$ cat config.mk
export PLATFORM = sky130hd
export DESIGN_NAME = clipped_line_rasterizer
export DESIGN_NICKNAME = d
export VERILOG_FILES = /design/src/hdl/clr_pkg.sv /design/src/hdl/clr_step.sv /design/src/hdl/clr_emit.sv /design/src/hdl/clipped_line_rasterizer.sv
export SDC_FILE = /design/constraint.sdc
export NUM_CORES = 1
export LEC_CHECK = 0
export BUFFER_PORTS_ARGS = -buffer_cell sky130_fd_sc_hd__clkbuf_2
export CAP_MARGIN = 20
export CORE_UTILIZATION = 30
export CTS_CLUSTER_SIZE = 30
export DETAILED_ROUTE_END_ITERATION = 8
export PLACE_DENSITY_LB_ADDON = 0.08
export SYNTH_ARGS = -nofsm -noshare
export SYNTH_HDL_FRONTEND = slang
export SYNTH_SLANG_ARGS = --single-unit
$ cat constraint.sdc
create_clock -name clk_i -period 16.02 [get_ports clk_i]
set_clock_uncertainty 0.2 [all_clocks]
set_input_delay 0.801 -clock clk_i [delete_from_list [all_inputs] [get_ports clk_i]]
set_output_delay 0.801 -clock clk_i [all_outputs]
set_load 0.01 [all_outputs]
$ cat src/hdl/clr_pkg.sv
`timescale 1ns / 1ps
package clr_pkg;

  localparam int unsigned COORD_BITS_DEF = 12;

  localparam int unsigned WIDTH_REG_W  = 11;
  localparam int unsigned HEIGHT_REG_W = 11;
  localparam int unsigned PITCH_REG_W  = 13;
  localparam int unsigned CFG_DATA_W   = 13;
  localparam int unsigned CFG_IDX_W    = 2;
  localparam int unsigned OFFSET_W     = 23;

  localparam logic [WIDTH_REG_W-1:0]  WIDTH_RST  = 11'd240;
  localparam logic [HEIGHT_REG_W-1:0] HEIGHT_RST = 11'd320;
  localparam logic [PITCH_REG_W-1:0]  PITCH_RST  = 13'd480;

  localparam logic [CFG_IDX_W-1:0] REG_SURFACE_WIDTH  = 2'd0;
  localparam logic [CFG_IDX_W-1:0] REG_SURFACE_HEIGHT = 2'd1;
  localparam logic [CFG_IDX_W-1:0] REG_ROW_PITCH      = 2'd2;

  localparam logic OP_LOAD = 1'b0;
  localparam logic OP_STEP = 1'b1;

endpackage

$ cat src/hdl/clr_step.sv
`timescale 1ns / 1ps
module clr_step import clr_pkg::*; #(
  parameter int unsigned COORD_BITS = COORD_BITS_DEF
) (
  input  logic                         clk_i,
  input  logic                         rst_ni,
  input  logic                         in_valid_i,
  output logic                         in_ready_o,
  input  logic                         in_opcode_i,
  input  logic signed [COORD_BITS-1:0] in_start_x_i,
  input  logic signed [COORD_BITS-1:0] in_start_y_i,
  input  logic signed [COORD_BITS-1:0] in_end_x_i,
  input  logic signed [COORD_BITS-1:0] in_end_y_i,
  output logic                         pix_valid_o,
  input  logic                         pix_ready_i,
  output logic signed [COORD_BITS-1:0] pix_x_o,
  output logic signed [COORD_BITS-1:0] pix_y_o,
  output logic                         pix_last_o
);

  localparam int unsigned CB    = COORD_BITS;
  localparam int unsigned ERR_W = COORD_BITS + 3;

  logic                 busy_q, busy_d;
  logic signed [CB-1:0] cur_x_q, cur_x_d, cur_y_q, cur_y_d;
  logic signed [CB-1:0] tgt_x_q, tgt_x_d, tgt_y_q, tgt_y_d;
  logic                 dxn_q, dxn_d, dyn_q, dyn_d;
  logic [CB:0]          tdx_q, tdx_d, tdy_q, tdy_d;
  logic                 xmaj_q, xmaj_d;
  logic signed [ERR_W-1:0] err_q, err_d;
  logic                 last_q, last_d;
  logic                 valid_q, valid_d;

  logic                 accept;
  logic signed [CB:0]   dx, dy;
  logic [CB:0]          dx_neg, dy_neg;
  logic [CB-1:0]        adx, ady;
  logic [CB:0]          ld_tdx, ld_tdy;
  logic                 ld_xmaj;

  logic                 adv_minor;
  logic [CB:0]          maj_t, min_t;
  logic signed [CB-1:0] st_x, st_y;
  logic                 st_last;

  assign in_ready_o = !valid_q || pix_ready_i;
  assign accept     = in_valid_i && in_ready_o;

  // load: deltas, directions and initial error
  assign dx      = {in_end_x_i[CB-1], in_end_x_i} - {in_start_x_i[CB-1], in_start_x_i};
  assign dy      = {in_end_y_i[CB-1], in_end_y_i} - {in_start_y_i[CB-1], in_start_y_i};
  assign dx_neg  = -dx;
  assign dy_neg  = -dy;
  assign adx     = dx[CB] ? dx_neg[CB-1:0] : dx[CB-1:0];
  assign ady     = dy[CB] ? dy_neg[CB-1:0] : dy[CB-1:0];
  assign ld_tdx  = {adx, 1'b0};
  assign ld_tdy  = {ady, 1'b0};
  assign ld_xmaj = ld_tdx >= ld_tdy;

  // step: symmetric tie-break favors the minor move when the major axis runs positive
  assign adv_minor = (err_q > 0) ||
                     ((err_q == 0) && !(xmaj_q ? dxn_q : dyn_q));
  assign maj_t = xmaj_q ? tdx_q : tdy_q;
  assign min_t = xmaj_q ? tdy_q : tdx_q;
  assign st_x  = (xmaj_q || adv_minor) ? (dxn_q ? cur_x_q - 1'b1 : cur_x_q + 1'b1) : cur_x_q;
  assign st_y  = (!xmaj_q || adv_minor) ? (dyn_q ? cur_y_q - 1'b1 : cur_y_q + 1'b1) : cur_y_q;
  assign st_last = xmaj_q ? (st_x == tgt_x_q) : (st_y == tgt_y_q);

  always_comb begin
    busy_d  = busy_q;
    cur_x_d = cur_x_q;
    cur_y_d = cur_y_q;
    tgt_x_d = tgt_x_q;
    tgt_y_d = tgt_y_q;
    dxn_d   = dxn_q;
    dyn_d   = dyn_q;
    tdx_d   = tdx_q;
    tdy_d   = tdy_q;
    xmaj_d  = xmaj_q;
    err_d   = err_q;
    last_d  = last_q;
    valid_d = valid_q && !pix_ready_i;
    if (accept) begin
      if (in_opcode_i == OP_LOAD) begin
        dxn_d   = !(in_end_x_i > in_start_x_i);
        dyn_d   = !(in_end_y_i > in_start_y_i);
        tdx_d   = ld_tdx;
        tdy_d   = ld_tdy;
        xmaj_d  = ld_xmaj;
        if (ld_xmaj) begin
          err_d = $signed({2'b00, ld_tdy}) - $signed({3'b000, adx});
        end else begin
          err_d = $signed({2'b00, ld_tdx}) - $signed({3'b000, ady});
        end
        cur_x_d = in_start_x_i;
        cur_y_d = in_start_y_i;
        tgt_x_d = in_end_x_i;
        tgt_y_d = in_end_y_i;
        last_d  = ld_xmaj ? (in_start_x_i == in_end_x_i) : (in_start_y_i == in_end_y_i);
        busy_d  = !last_d;
        valid_d = 1'b1;
      end else if (busy_q) begin
        cur_x_d = st_x;
        cur_y_d = st_y;
        err_d   = err_q + $signed({2'b00, min_t})
                  - (adv_minor ? $signed({2'b00, maj_t}) : $signed(ERR_W'(0)));
        last_d  = st_last;
        busy_d  = !st_last;
        valid_d = 1'b1;
      end
    end
  end

  always_ff @(posedge clk_i or negedge rst_ni) begin
    if (!rst_ni) begin
      busy_q  <= 1'b0;
      cur_x_q <= '0;
      cur_y_q <= '0;
      tgt_x_q <= '0;
      tgt_y_q <= '0;
      dxn_q   <= 1'b0;
      dyn_q   <= 1'b0;
      tdx_q   <= '0;
      tdy_q   <= '0;
      xmaj_q  <= 1'b0;
      err_q   <= '0;
      last_q  <= 1'b0;
      valid_q <= 1'b0;
    end else begin
      busy_q  <= busy_d;
      cur_x_q <= cur_x_d;
      cur_y_q <= cur_y_d;
      tgt_x_q <= tgt_x_d;
      tgt_y_q <= tgt_y_d;
      dxn_q   <= dxn_d;
      dyn_q   <= dyn_d;
      tdx_q   <= tdx_d;
      tdy_q   <= tdy_d;
      xmaj_q  <= xmaj_d;
      err_q   <= err_d;
      last_q  <= last_d;
      valid_q <= valid_d;
    end
  end

  assign pix_valid_o = valid_q;
  assign pix_x_o     = cur_x_q;
  assign pix_y_o     = cur_y_q;
  assign pix_last_o  = last_q;

endmodule

$ cat src/hdl/clr_emit.sv
`timescale 1ns / 1ps
module clr_emit import clr_pkg::*; #(
  parameter int unsigned COORD_BITS = COORD_BITS_DEF
) (
  input  logic                         clk_i,
  input  logic                         rst_ni,
  input  logic [WIDTH_REG_W-1:0]       width_i,
  input  logic [HEIGHT_REG_W-1:0]      height_i,
  input  logic [PITCH_REG_W-1:0]       pitch_i,
  input  logic                         pix_valid_i,
  output logic                         pix_ready_o,
  input  logic signed [COORD_BITS-1:0] pix_x_i,
  input  logic signed [COORD_BITS-1:0] pix_y_i,
  input  logic                         pix_last_i,
  output logic                         out_valid_o,
  input  logic                         out_ready_i,
  output logic signed [COORD_BITS-1:0] out_x_o,
  output logic signed [COORD_BITS-1:0] out_y_o,
  output logic                         out_we_o,
  output logic [OFFSET_W-1:0]          out_offset_o,
  output logic                         out_last_o
);

  localparam int unsigned CB    = COORD_BITS;
  localparam int unsigned MAG_W = COORD_BITS - 1;
  localparam int unsigned CMP_W = (MAG_W > WIDTH_REG_W) ? MAG_W : WIDTH_REG_W;
  localparam int unsigned MUL_W = MAG_W + PITCH_REG_W;

  logic                 valid_q;
  logic signed [CB-1:0] x_q, y_q;
  logic                 we_q, last_q;
  logic [OFFSET_W-1:0]  off_q;

  logic [MAG_W-1:0]     x_mag, y_mag;
  logic                 in_bounds;
  logic [MUL_W-1:0]     row_base;
  logic [OFFSET_W-1:0]  offset;
  logic                 load;

  assign x_mag  = pix_x_i[MAG_W-1:0];
  assign y_mag  = pix_y_i[MAG_W-1:0];
  assign in_bounds = !pix_x_i[CB-1] && !pix_y_i[CB-1] &&
                     (CMP_W'(x_mag) < CMP_W'(width_i)) &&
                     (CMP_W'(y_mag) < CMP_W'(height_i));
  assign row_base = MUL_W'(y_mag) * MUL_W'(pitch_i);
  assign offset   = OFFSET_W'(row_base) + OFFSET_W'({x_mag, 1'b0});

  assign pix_ready_o = !valid_q || out_ready_i;
  assign load        = pix_valid_i && pix_ready_o;

  always_ff @(posedge clk_i or negedge rst_ni) begin
    if (!rst_ni) begin
      valid_q <= 1'b0;
    end else if (pix_ready_o) begin
      valid_q <= pix_valid_i;
    end
  end

  always_ff @(posedge clk_i) begin
    if (load) begin
      x_q    <= pix_x_i;
      y_q    <= pix_y_i;
      we_q   <= in_bounds;
      off_q  <= in_bounds ? offset : '0;
      last_q <= pix_last_i;
    end
  end

  assign out_valid_o  = valid_q;
  assign out_x_o      = x_q;
  assign out_y_o      = y_q;
  assign out_we_o     = we_q;
  assign out_offset_o = off_q;
  assign out_last_o   = last_q;

endmodule

$ cat src/hdl/clipped_line_rasterizer.sv
`timescale 1ns / 1ps
// Bresenham line rasterizer with surface clipping. A load beat (tuser = 0) latches
// both endpoints and yields the start pixel; each step beat (tuser = 1) yields the
// next pixel until the end point, which carries tlast. A step while no line is
// active is consumed without output. Throughput is one beat per clock unless
// m_axis_tready back-pressure stalls it: the step update is a single add/compare
// pass in clr_step, and clip plus the y * pitch + 2x address multiply sit in
// clr_emit, each with an output register. Config writes are only legal while idle.
module clipped_line_rasterizer import clr_pkg::*; #(
  parameter int unsigned COORD_BITS = COORD_BITS_DEF
) (
  input  logic                                clk_i,
  input  logic                                rst_ni,
  input  logic                                cfg_we_i,
  input  logic [CFG_IDX_W-1:0]                cfg_idx_i,
  input  logic [CFG_DATA_W-1:0]               cfg_data_i,
  input  logic                                s_axis_tvalid,
  output logic                                s_axis_tready,
  // start_x, start_y, end_x, end_y, zero pad
  input  logic [((4*COORD_BITS+7)/8)*8-1:0]   s_axis_tdata,
  // opcode
  input  logic [0:0]                          s_axis_tuser,
  output logic                                m_axis_tvalid,
  input  logic                                m_axis_tready,
  // pixel_x, pixel_y, byte_offset, zero pad
  output logic [((2*COORD_BITS+OFFSET_W+7)/8)*8-1:0] m_axis_tdata,
  // write_enable
  output logic [0:0]                          m_axis_tuser,
  output logic                                m_axis_tlast
);

  localparam int unsigned CB       = COORD_BITS;
  localparam int unsigned OUT_W    = ((2*COORD_BITS+OFFSET_W+7)/8)*8;

  logic [WIDTH_REG_W-1:0]  width_q;
  logic [HEIGHT_REG_W-1:0] height_q;
  logic [PITCH_REG_W-1:0]  pitch_q;

  logic                 pix_valid, pix_ready, pix_last;
  logic signed [CB-1:0] pix_x, pix_y;
  logic signed [CB-1:0] out_x, out_y;
  logic [OFFSET_W-1:0]  out_offset;
  logic                 out_we;

  always_ff @(posedge clk_i or negedge rst_ni) begin
    if (!rst_ni) begin
      width_q  <= WIDTH_RST;
      height_q <= HEIGHT_RST;
      pitch_q  <= PITCH_RST;
    end else if (cfg_we_i) begin
      case (cfg_idx_i)
        REG_SURFACE_WIDTH:  width_q  <= cfg_data_i[WIDTH_REG_W-1:0];
        REG_SURFACE_HEIGHT: height_q <= cfg_data_i[HEIGHT_REG_W-1:0];
        REG_ROW_PITCH:      pitch_q  <= cfg_data_i[PITCH_REG_W-1:0];
        default: ;
      endcase
    end
  end

  clr_step #(
    .COORD_BITS(COORD_BITS)
  ) u_step (
    .clk_i        (clk_i),
    .rst_ni       (rst_ni),
    .in_valid_i   (s_axis_tvalid),
    .in_ready_o   (s_axis_tready),
    .in_opcode_i  (s_axis_tuser[0]),
    .in_start_x_i (s_axis_tdata[CB-1:0]),
    .in_start_y_i (s_axis_tdata[2*CB-1:CB]),
    .in_end_x_i   (s_axis_tdata[3*CB-1:2*CB]),
    .in_end_y_i   (s_axis_tdata[4*CB-1:3*CB]),
    .pix_valid_o  (pix_valid),
    .pix_ready_i  (pix_ready),
    .pix_x_o      (pix_x),
    .pix_y_o      (pix_y),
    .pix_last_o   (pix_last)
  );

  clr_emit #(
    .COORD_BITS(COORD_BITS)
  ) u_emit (
    .clk_i        (clk_i),
    .rst_ni       (rst_ni),
    .width_i      (width_q),
    .height_i     (height_q),
    .pitch_i      (pitch_q),
    .pix_valid_i  (pix_valid),
    .pix_ready_o  (pix_ready),
    .pix_x_i      (pix_x),
    .pix_y_i      (pix_y),
    .pix_last_i   (pix_last),
    .out_valid_o  (m_axis_tvalid),
    .out_ready_i  (m_axis_tready),
    .out_x_o      (out_x),
    .out_y_o      (out_y),
    .out_we_o     (out_we),
    .out_offset_o (out_offset),
    .out_last_o   (m_axis_tlast)
  );

  assign m_axis_tdata = OUT_W'({out_offset, out_y, out_x});
  assign m_axis_tuser = out_we;

endmodule
==> results of run 1 <==
[layout make-up]
cell class / count / area [sq um] / share of cell area (%)
clock inverters: 9 / 129 / 0.645
inverters: 277 / 1040 / 5.20
multi-input cells: 1484 / 11900 / 59.7
clock buffers: 23 / 480 / 2.40
flip-flops and latches: 178 / 4710 / 23.6
repair buffers: 134 / 734 / 3.67
well taps: 773 / 967 / 4.84
[flip-flops by register name (all words and copies together), names as in the netlist]
| register | flops |
|---|---|
| u_emit.out_we_o | 1 |
| u_step.pix_x_o | 12 |
| u_step.tdx_q | 12 |
| u_step.err_q | 15 |
| u_emit.out_y_o | 12 |
| u_emit.out_valid_o | 1 |
| height_q | 11 |
| u_emit.out_last_o | 1 |
| u_step.tgt_x_q | 12 |
| u_step.tdy_q | 12 |
| u_emit.out_offset_o | 23 |
| u_step.tgt_y_q | 12 |
| u_step.dxn_q | 1 |
| pitch_q | 13 |
| u_emit.out_x_o | 12 |
| u_step.busy_q | 1 |
| u_step.xmaj_q | 1 |
| u_step.pix_valid_o | 1 |
| u_step.pix_last_o | 1 |
| width_q | 11 |
| u_step.dyn_q | 1 |
| u_step.pix_y_o | 12 |
[through the flow]
step	area (sq um)	setup slack [ps]	util, %	hold slack, ps
after floorplan	18000	10250	-	225
after global placement	19400	9520	32.7	264
after detailed placement	19400	9510	32.7	264
after CTS	20000	9500	33.8	106
after global routing	20000	9090	33.8	143
final	20000	9590	33.8	125
[cells in the mapped netlist (4+ instances only)]
library cell | instances | share of area [%]
sky130_fd_sc_hd__a2111oi_0 | 4 | 0.19
sky130_fd_sc_hd__a211o_1 | 4 | 0.19
sky130_fd_sc_hd__a211oi_1 | 20 | 0.84
sky130_fd_sc_hd__a21o_1 | 26 | 1.1
sky130_fd_sc_hd__a21oi_1 | 96 | 2.7
sky130_fd_sc_hd__a31o_2 | 5 | 0.24
sky130_fd_sc_hd__a31oi_1 | 18 | 0.63
sky130_fd_sc_hd__and2_1 | 66 | 2.3
sky130_fd_sc_hd__and3_1 | 8 | 0.28
sky130_fd_sc_hd__buf_1 | 8 | 0.17
sky130_fd_sc_hd__buf_2 | 4 | 0.11
sky130_fd_sc_hd__clkbuf_1 | 63 | 1.3
sky130_fd_sc_hd__dfrtp_1 | 119 | 17
sky130_fd_sc_hd__dfstp_2 | 10 | 1.5
sky130_fd_sc_hd__edfxtp_1 | 49 | 8.2
sky130_fd_sc_hd__fa_1 | 128 | 14
sky130_fd_sc_hd__ha_1 | 170 | 12
sky130_fd_sc_hd__inv_1 | 275 | 5.7
sky130_fd_sc_hd__mux2_2 | 43 | 2.7
sky130_fd_sc_hd__mux2i_1 | 21 | 1.2
sky130_fd_sc_hd__nand2_1 | 262 | 5.5
sky130_fd_sc_hd__nand2b_1 | 18 | 0.63
sky130_fd_sc_hd__nand3_1 | 30 | 0.84
sky130_fd_sc_hd__nand3b_1 | 8 | 0.33
sky130_fd_sc_hd__nand4_1 | 7 | 0.24
sky130_fd_sc_hd__nor2_1 | 107 | 2.2
sky130_fd_sc_hd__nor2b_1 | 14 | 0.49
sky130_fd_sc_hd__nor3_1 | 35 | 0.97
sky130_fd_sc_hd__nor4_1 | 9 | 0.31
sky130_fd_sc_hd__o2111ai_1 | 6 | 0.29
sky130_fd_sc_hd__o211ai_1 | 9 | 0.38
sky130_fd_sc_hd__o21a_1 | 10 | 0.42
sky130_fd_sc_hd__o21ai_0 | 98 | 2.7
sky130_fd_sc_hd__o21ai_1 | 15 | 0.42
sky130_fd_sc_hd__o21bai_1 | 11 | 0.46
sky130_fd_sc_hd__o22a_1 | 12 | 0.58
sky130_fd_sc_hd__o22ai_1 | 12 | 0.42
sky130_fd_sc_hd__o31ai_1 | 7 | 0.29
sky130_fd_sc_hd__o41ai_1 | 4 | 0.19
sky130_fd_sc_hd__or2_2 | 5 | 0.17
sky130_fd_sc_hd__or3_1 | 10 | 0.35
sky130_fd_sc_hd__or4_1 | 4 | 0.17
sky130_fd_sc_hd__xnor2_1 | 68 | 3.3
sky130_fd_sc_hd__xor2_1 | 48 | 2.3
[worst max-delay path: stages (launching register included)]
cell	delay, ps
sky130_fd_sc_hd__dfrtp_1	840
sky130_fd_sc_hd__nand2_1	170
sky130_fd_sc_hd__fa_1	570
sky130_fd_sc_hd__inv_1	40
sky130_fd_sc_hd__ha_1	200
sky130_fd_sc_hd__fa_1	540
sky130_fd_sc_hd__inv_1	50
sky130_fd_sc_hd__fa_1	460
sky130_fd_sc_hd__fa_1	550
sky130_fd_sc_hd__inv_1	40
sky130_fd_sc_hd__ha_1	310
sky130_fd_sc_hd__a21o_1	210
sky130_fd_sc_hd__a2111oi_0	590
sky130_fd_sc_hd__or4_1	290
sky130_fd_sc_hd__a31oi_1	170
sky130_fd_sc_hd__a41oi_1	300
sky130_fd_sc_hd__a21boi_0	170
sky130_fd_sc_hd__o22ai_1	230
sky130_fd_sc_hd__xor2_1	160
sky130_fd_sc_hd__nor2_1	50
[metal layers]
metal / track usage, % / share of wire [%]
met2: 31.8 / 49
met1: 24.7 / 47
met5: 0 / 0
met3: 3.02 / 2.4
met4: 4.45 / 1.4
[cells by family after synthesis]
kind of cell	count (synthesis)	share of synthesized area (%)
fa+ha+maj	298	26.1
simple gates	598	15.5
xor+xnor	118	5.90
mux	66	4.03
compound gates	403	14.7
other cells	1	0.0209
flops	178	26.2
buf+inv	354	7.46
[worst paths after layout]
check	startpoint	to	slack, ps	depth (start not counted)
worst max-delay path	u_step.pix_y_o[4]$_DFFE_PN0P_	u_emit.out_offset_o[21]$_SDFFCE_PN0P_	9590	19
worst min-delay path	rst_ni	u_step.tgt_x_q[7]$_DFFE_PN0P_	120	1
worst max register to register	u_step.pix_y_o[4]$_DFFE_PN0P_	u_emit.out_offset_o[21]$_SDFFCE_PN0P_	9590	19
worst min register to register	u_step.pix_valid_o$_DFF_PN0_	u_emit.out_valid_o$_DFFE_PN0P_	290	1
max in group asynchronous	rst_ni	pitch_q[7]$_DFFE_PN1P_	14390	3
min in group clk_i	u_step.pix_valid_o$_DFF_PN0_	u_emit.out_valid_o$_DFFE_PN0P_	290	1
==> results.tsv, run 1 <==
stage	metric	value	unit
detailed_routing	via count normalized by instance count	4.90	
detailed_routing	number of iterations in the first detailed-routing pass	8	
timing	RSZ-0062 raised after global routing	false	
detailed_routing	DRC violation count after routing	12	
clock_tree	# clock sinks	178	
run_status	status	finished, violations left	
timing	Final Hold Violating Endpoints	0	
cells_and_area	area growth from synthesis to layout	11.3	%
cells_and_area	layout filler cell count	6198	
clock_tree	TritonCTS clock tree	yes	
logic_synthesis	mean instance size in the synthesized netlist	8.91	sq um
cells_and_area	most frequent cells in the layout	sky130_fd_sc_hd__inv_1, sky130_fd_sc_hd__nand2_1, sky130_fd_sc_hd__ha_1	
worst_setup_path	CP required	16050	ps
placed_design	final estimated routing congestion in global placement	0.831	
logic_synthesis	number of flops mapped to enable cells by yosys	49	
logic_synthesis	Post-Synthesis Net Count	2383	
detailed_routing	WL/cell	19.2	um
clock_tree	maximum clock path buffer count	2	
global_route	vias in the first global route	14200	
die	Initial Util	30.4	%
placed_design	dpl hpwl	44100	um
clock_tree	clock buffer count from CTS	17	
clock_tree	clock-pin slew of the registers on the worst-case setup and hold paths	70	ps
hold_path	Hold/Removal Path Class	in -> async	
logic_synthesis	cells after synthesis	2016	
global_route	global-route wire length before repair	85400	um
timing	crit path time final	6430	ps
run_status	failing checks	design-rule violations	
cells_and_area	Post-Layout Cell Count	2878	
logic_synthesis	Post-synth ARST share	72.5	%
timing	transition at the pin with the smallest max-transition slack	1050	ps
logic_synthesis	dominant register cell in the synthesized netlist	sky130_fd_sc_hd__dfrtp_1	
die	number of placed I/O pins	121	
die	floorplan die area	60900	sq um
timing	max-slew violation count	0	
die	Die Y-Extent	247	um
clock_tree	post-CTS resize count	0	
global_route	combined global-route utilization of all metal layers	18.7	%
timing	Sum Neg Setup Slack	0	ps
logic_synthesis	warning count from the yosys run	0	
placed_design	number of cells in the design after placement	2845	
clock_tree	Clk Latency, worst-skew pair	500	ps
timing	Final setup violation count	0	
cells_and_area	Ant. Diodes	0	
cells_and_area	number of nets in the layout	2459	
flow_run	max-cap check violation count	0	
timing	Slew headroom	27.9	%
die	Site Rows	89	
die	Core Footprint	59100	sq um
logic_synthesis	post-synthesis cell area	18000	sq um
detailed_routing	1st-iter DRT viols	772	
worst_setup_path	Critical Path Start Type	flip-flop	
clock_tree	root buf cell	sky130_fd_sc_hd__clkbuf_16	
cells_and_area	fraction of final layout cells with drive strength greater than 1	12.0	%
clock_tree	count of hold-fix buffers inserted at cts	0	
clock_tree	number of levels in the clock H-tree	4	
worst_setup_path	crit path kind	reg -> reg	
global_route	maximum number of pins on one net before global-route repair	71	
placed_design	Port Buffers	119	
die	die outline width	247	um
detailed_routing	overall via count from detail_route	14100	
logic_synthesis	count of different cell masters after synthesis	86	
global_route	total congestion overflow after global routing	0	
logic_synthesis	share of synthesized area occupied by flip-flops and latches	26.2	%
timing	share of the clock period used by the worst path	40.1	%
logic_synthesis	flip-flop and latch count after synthesis	178	
worst_setup_path	CP Max Fanout	17	
timing	Max Clock Freq	156	MHz
worst_setup_path	data arrival time of the critical path	6460	ps
worst_setup_path	Critical Path Sink Type	flip-flop	
global_route	initial antenna violation count	0	
detailed_routing	total routed wirelength	55200	um
clock_tree	post-CTS setup repair buffer count	0	
cells_and_area	most common library cell in the layout ignoring fill and taps	sky130_fd_sc_hd__inv_1	
detailed_routing	antenna-violating nets left	0	
Power of run 1 is left out: the tool's default activity adds up to more than one toggle a clock period on the data nets, which glitch-free logic cannot reach.
==> run 2, diff against run 1 <==
==> constraint.sdc (replaced) <==
create_clock -name clk_i -period 6.5 [get_ports clk_i]
set_clock_uncertainty 0.2 [all_clocks]
set_input_delay 0.325 -clock clk_i [delete_from_list [all_inputs] [get_ports clk_i]]
set_output_delay 0.325 -clock clk_i [all_outputs]
set_load 0.01 [all_outputs]
==> results.tsv, run 2 (synthesis gave the netlist of run 1 again) <==
stage	metric	value	unit
run_status	status	finished, violations left	
run_status	failing checks	design-rule violations	
placed_design	Port Buffers	119	
clock_tree	TritonCTS clock tree	yes	
worst_setup_path	reg-to-reg slack, setup	410	ps
worst_setup_path	crit path kind	reg -> reg	
worst_setup_path	CP Max Fanout	10	
hold_path	end of the worst hold path	u_step.pix_y_o[6]$_DFFE_PN0P_	
timing	Final Hold Violating Endpoints	0	
timing	max-slew violation count	0	
global_route	initial antenna violation count	1	
hold_path	Hold/Removal Path Class	in -> reg	
global_route	total congestion overflow after global routing	0	
hold_path	cell depth of the worst hold path	3	
global_route	combined global-route utilization of all metal layers	18.7	%
timing	Final setup violation count	0	
clock_tree	clock-pin slew of the registers on the worst-case setup and hold paths	70	ps
clock_tree	root buf cell	sky130_fd_sc_hd__clkbuf_16	
detailed_routing	WL/cell	18.6	um
die	Site Rows	89	
timing	transition at the pin with the smallest max-transition slack	966	ps
worst_setup_path	CP required	6520	ps
timing	share of the clock period used by the worst path	93.7	%
worst_setup_path	cell repeated most along the worst path	sky130_fd_sc_hd__fa_1	
timing	Max Clock Freq	164	MHz
global_route	maximum number of pins on one net before global-route repair	73	
global_route	vias in the first global route	14700	
die	number of placed I/O pins	121	
clock_tree	number of levels in the clock H-tree	4	
flow_run	max-cap check violation count	0	
detailed_routing	antenna-violating nets left	0	
clock_tree	clock buffer count from CTS	17	
cells_and_area	layout filler cell count	6166	
timing	Slew headroom	35.6	%
timing	final setup slack of the worst path	411	ps
cells_and_area	fraction of final layout cells with drive strength greater than 1	13.3	%
detailed_routing	overall via count from detail_route	14300	
worst_setup_path	critical path, cell by cell	buf_4 -> nand2_1 -> fa_1 -> inv_1 -> fa_1 -> fa_1 -> fa_1 -> inv_1 -> fa_1 -> inv_1 -> ha_1 -> nand3_1 -> or4_1 -> a31oi_1 -> a41oi_1 -> a21boi_0 -> o22ai_1 -> xor2_1 -> nor2_1	
placed_design	post-place setup slack	247	ps
die	Initial Util	30.4	%
worst_setup_path	data arrival time of the critical path	6110	ps
cells_and_area	number of flip-flops in the largest register	23	
hold_path	start point of the worst min-delay path	s_axis_tdata[18]	
cells_and_area	area taken by multi-input logic gates	11900	sq um
placed_design	final estimated routing congestion in global placement	0.861	
worst_setup_path	slowest cell on the critical path	sky130_fd_sc_hd__dfrtp_1	
clock_tree	Clk Latency, worst-skew pair	500	ps
worst_setup_path	r2r worst-path depth	19	
cells_and_area	most frequent cells in the layout	sky130_fd_sc_hd__inv_1, sky130_fd_sc_hd__nand2_1, sky130_fd_sc_hd__ha_1	
clock_tree	post-CTS setup repair buffer count	0	
cells_and_area	number of nets in the layout	2534	
detailed_routing	via count normalized by instance count	4.85	
timing	RSZ-0062 raised after global routing	false	
die	die outline width	247	um
die	floorplan die area	60900	sq um
placed_design	dpl hpwl	44200	um
timing	Sum Neg Setup Slack	0	ps
cells_and_area	Ant. Diodes	0	
cells_and_area	area growth from synthesis to layout	14.7	%
worst_setup_path	delay of the slowest critical-path stage	580	ps
detailed_routing	DRC violation count after routing	12	
detailed_routing	total routed wirelength	54800	um
cells_and_area	FF/Latch Area	4710	sq um
worst_setup_path	Reg2Reg Capture Point	u_emit.out_offset_o[21]$_SDFFCE_PN0P_	
die	Die Y-Extent	247	um
timing	crit path time final	6090	ps
global_route	global-route wire length before repair	85600	um
clock_tree	# clock sinks	178	
worst_setup_path	Critical Path Start Type	flip-flop	
die	Core Footprint	59100	sq um
detailed_routing	1st-iter DRT viols	707	
clock_tree	maximum clock path buffer count	2	
cells_and_area	most common library cell in the layout ignoring fill and taps	sky130_fd_sc_hd__inv_1	
worst_setup_path	startpoint of the worst register-to-register path	u_step.pix_y_o[2]$_DFFE_PN0P_	
worst_setup_path	Critical Path Sink Type	flip-flop	
detailed_routing	number of iterations in the first detailed-routing pass	7	
[run 2: changes by cell type in the layout (fill, tap and decap cells not counted), sizes merged]
cell	before	now
inv	277	286
clkinvlp	3	0
clkbuf	141	136
buf	16	49
dlygate4sd3	0	42
bufinv	3	0
clkinv	3	5
[run 2: per-stage QoR]
step / util, % / hold WS, ps / cells / cell area (sq um)
final: 34.9 / 62.0 / 2953 / 20600
after global routing: 34.9 / 45.0 / 2953 / 20600
after CTS: 34.8 / 24.7 / 2952 / 20600
after detailed placement: 33.2 / 163 / 2878 / 19600
after global placement: 33.2 / 157 / 2878 / 19600
after floorplan: - / -171 / 2016 / 18000
[run 2: final cells by class]
class                           instances  share of cell area, %
Tap cell                              773                   4.69
Timing Repair Buffer                  209                   6.71
Clock buffer                           18                   2.18
Multi-Input combinational cell       1484                   57.9
Sequential cell                       178                   22.9
Clock inverter                         14                  0.637
Inverter                              277                   5.04
[run 2: timing repair]
item,4_1_cts,5_1_grt
hold endpoints to repair,120,0
resized for setup,0,1
setup endpoints to repair,0,1
hold buffers,42,0
[run 2: worst max path at each step]
stage,startpoint,endpoint,slack (ps),cells after the start
finish,u_step.pix_y_o[2]$_DFFE_PN0P_,u_emit.out_offset_o[21]$_SDFFCE_PN0P_,410,19
global route,u_step.pix_y_o[3]$_DFFE_PN0P_,u_emit.out_offset_o[21]$_SDFFCE_PN0P_,60,22
CTS,u_step.pix_y_o[3]$_DFFE_PN0P_,u_emit.out_offset_o[21]$_SDFFCE_PN0P_,240,19
detailed placement,u_step.pix_y_o[3]$_DFFE_PN0P_,u_emit.out_offset_o[21]$_SDFFCE_PN0P_,250,22
global placement,u_step.pix_y_o[4]$_DFFE_PN0P_,u_emit.out_offset_o[21]$_SDFFCE_PN0P_,360,19
floorplan,pitch_q[7]$_DFFE_PN1P_,u_emit.out_offset_o[22]$_SDFFCE_PN0P_,730,19
[run 2: critical path: cells and delay by family, from the launching register on]
| kind | cells | cell delay [ps] |
|---|---|---|
| compound gates | 4 | 950 |
| xor+xnor | 1 | 140 |
| fa+ha+maj | 6 | 2870 |
| buf+inv | 4 | 390 |
| flops | 1 | 580 |
| simple gates | 4 | 680 |
[run 2: per-layer routing]
layer / routed length (um) / up-vias / global-route usage [%] / part of all wire (%)
li1: - / 7095 / - / -
met4: 828 / 0 / 4.58 / 1.5
met1: 25300 / 6998 / 24.2 / 46
met3: 1500 / 33 / 3.05 / 2.7
met5: 0 / - / 0 / 0
met2: 27100 / 187 / 32.3 / 49
Power of run 2 is left out for the same reason.
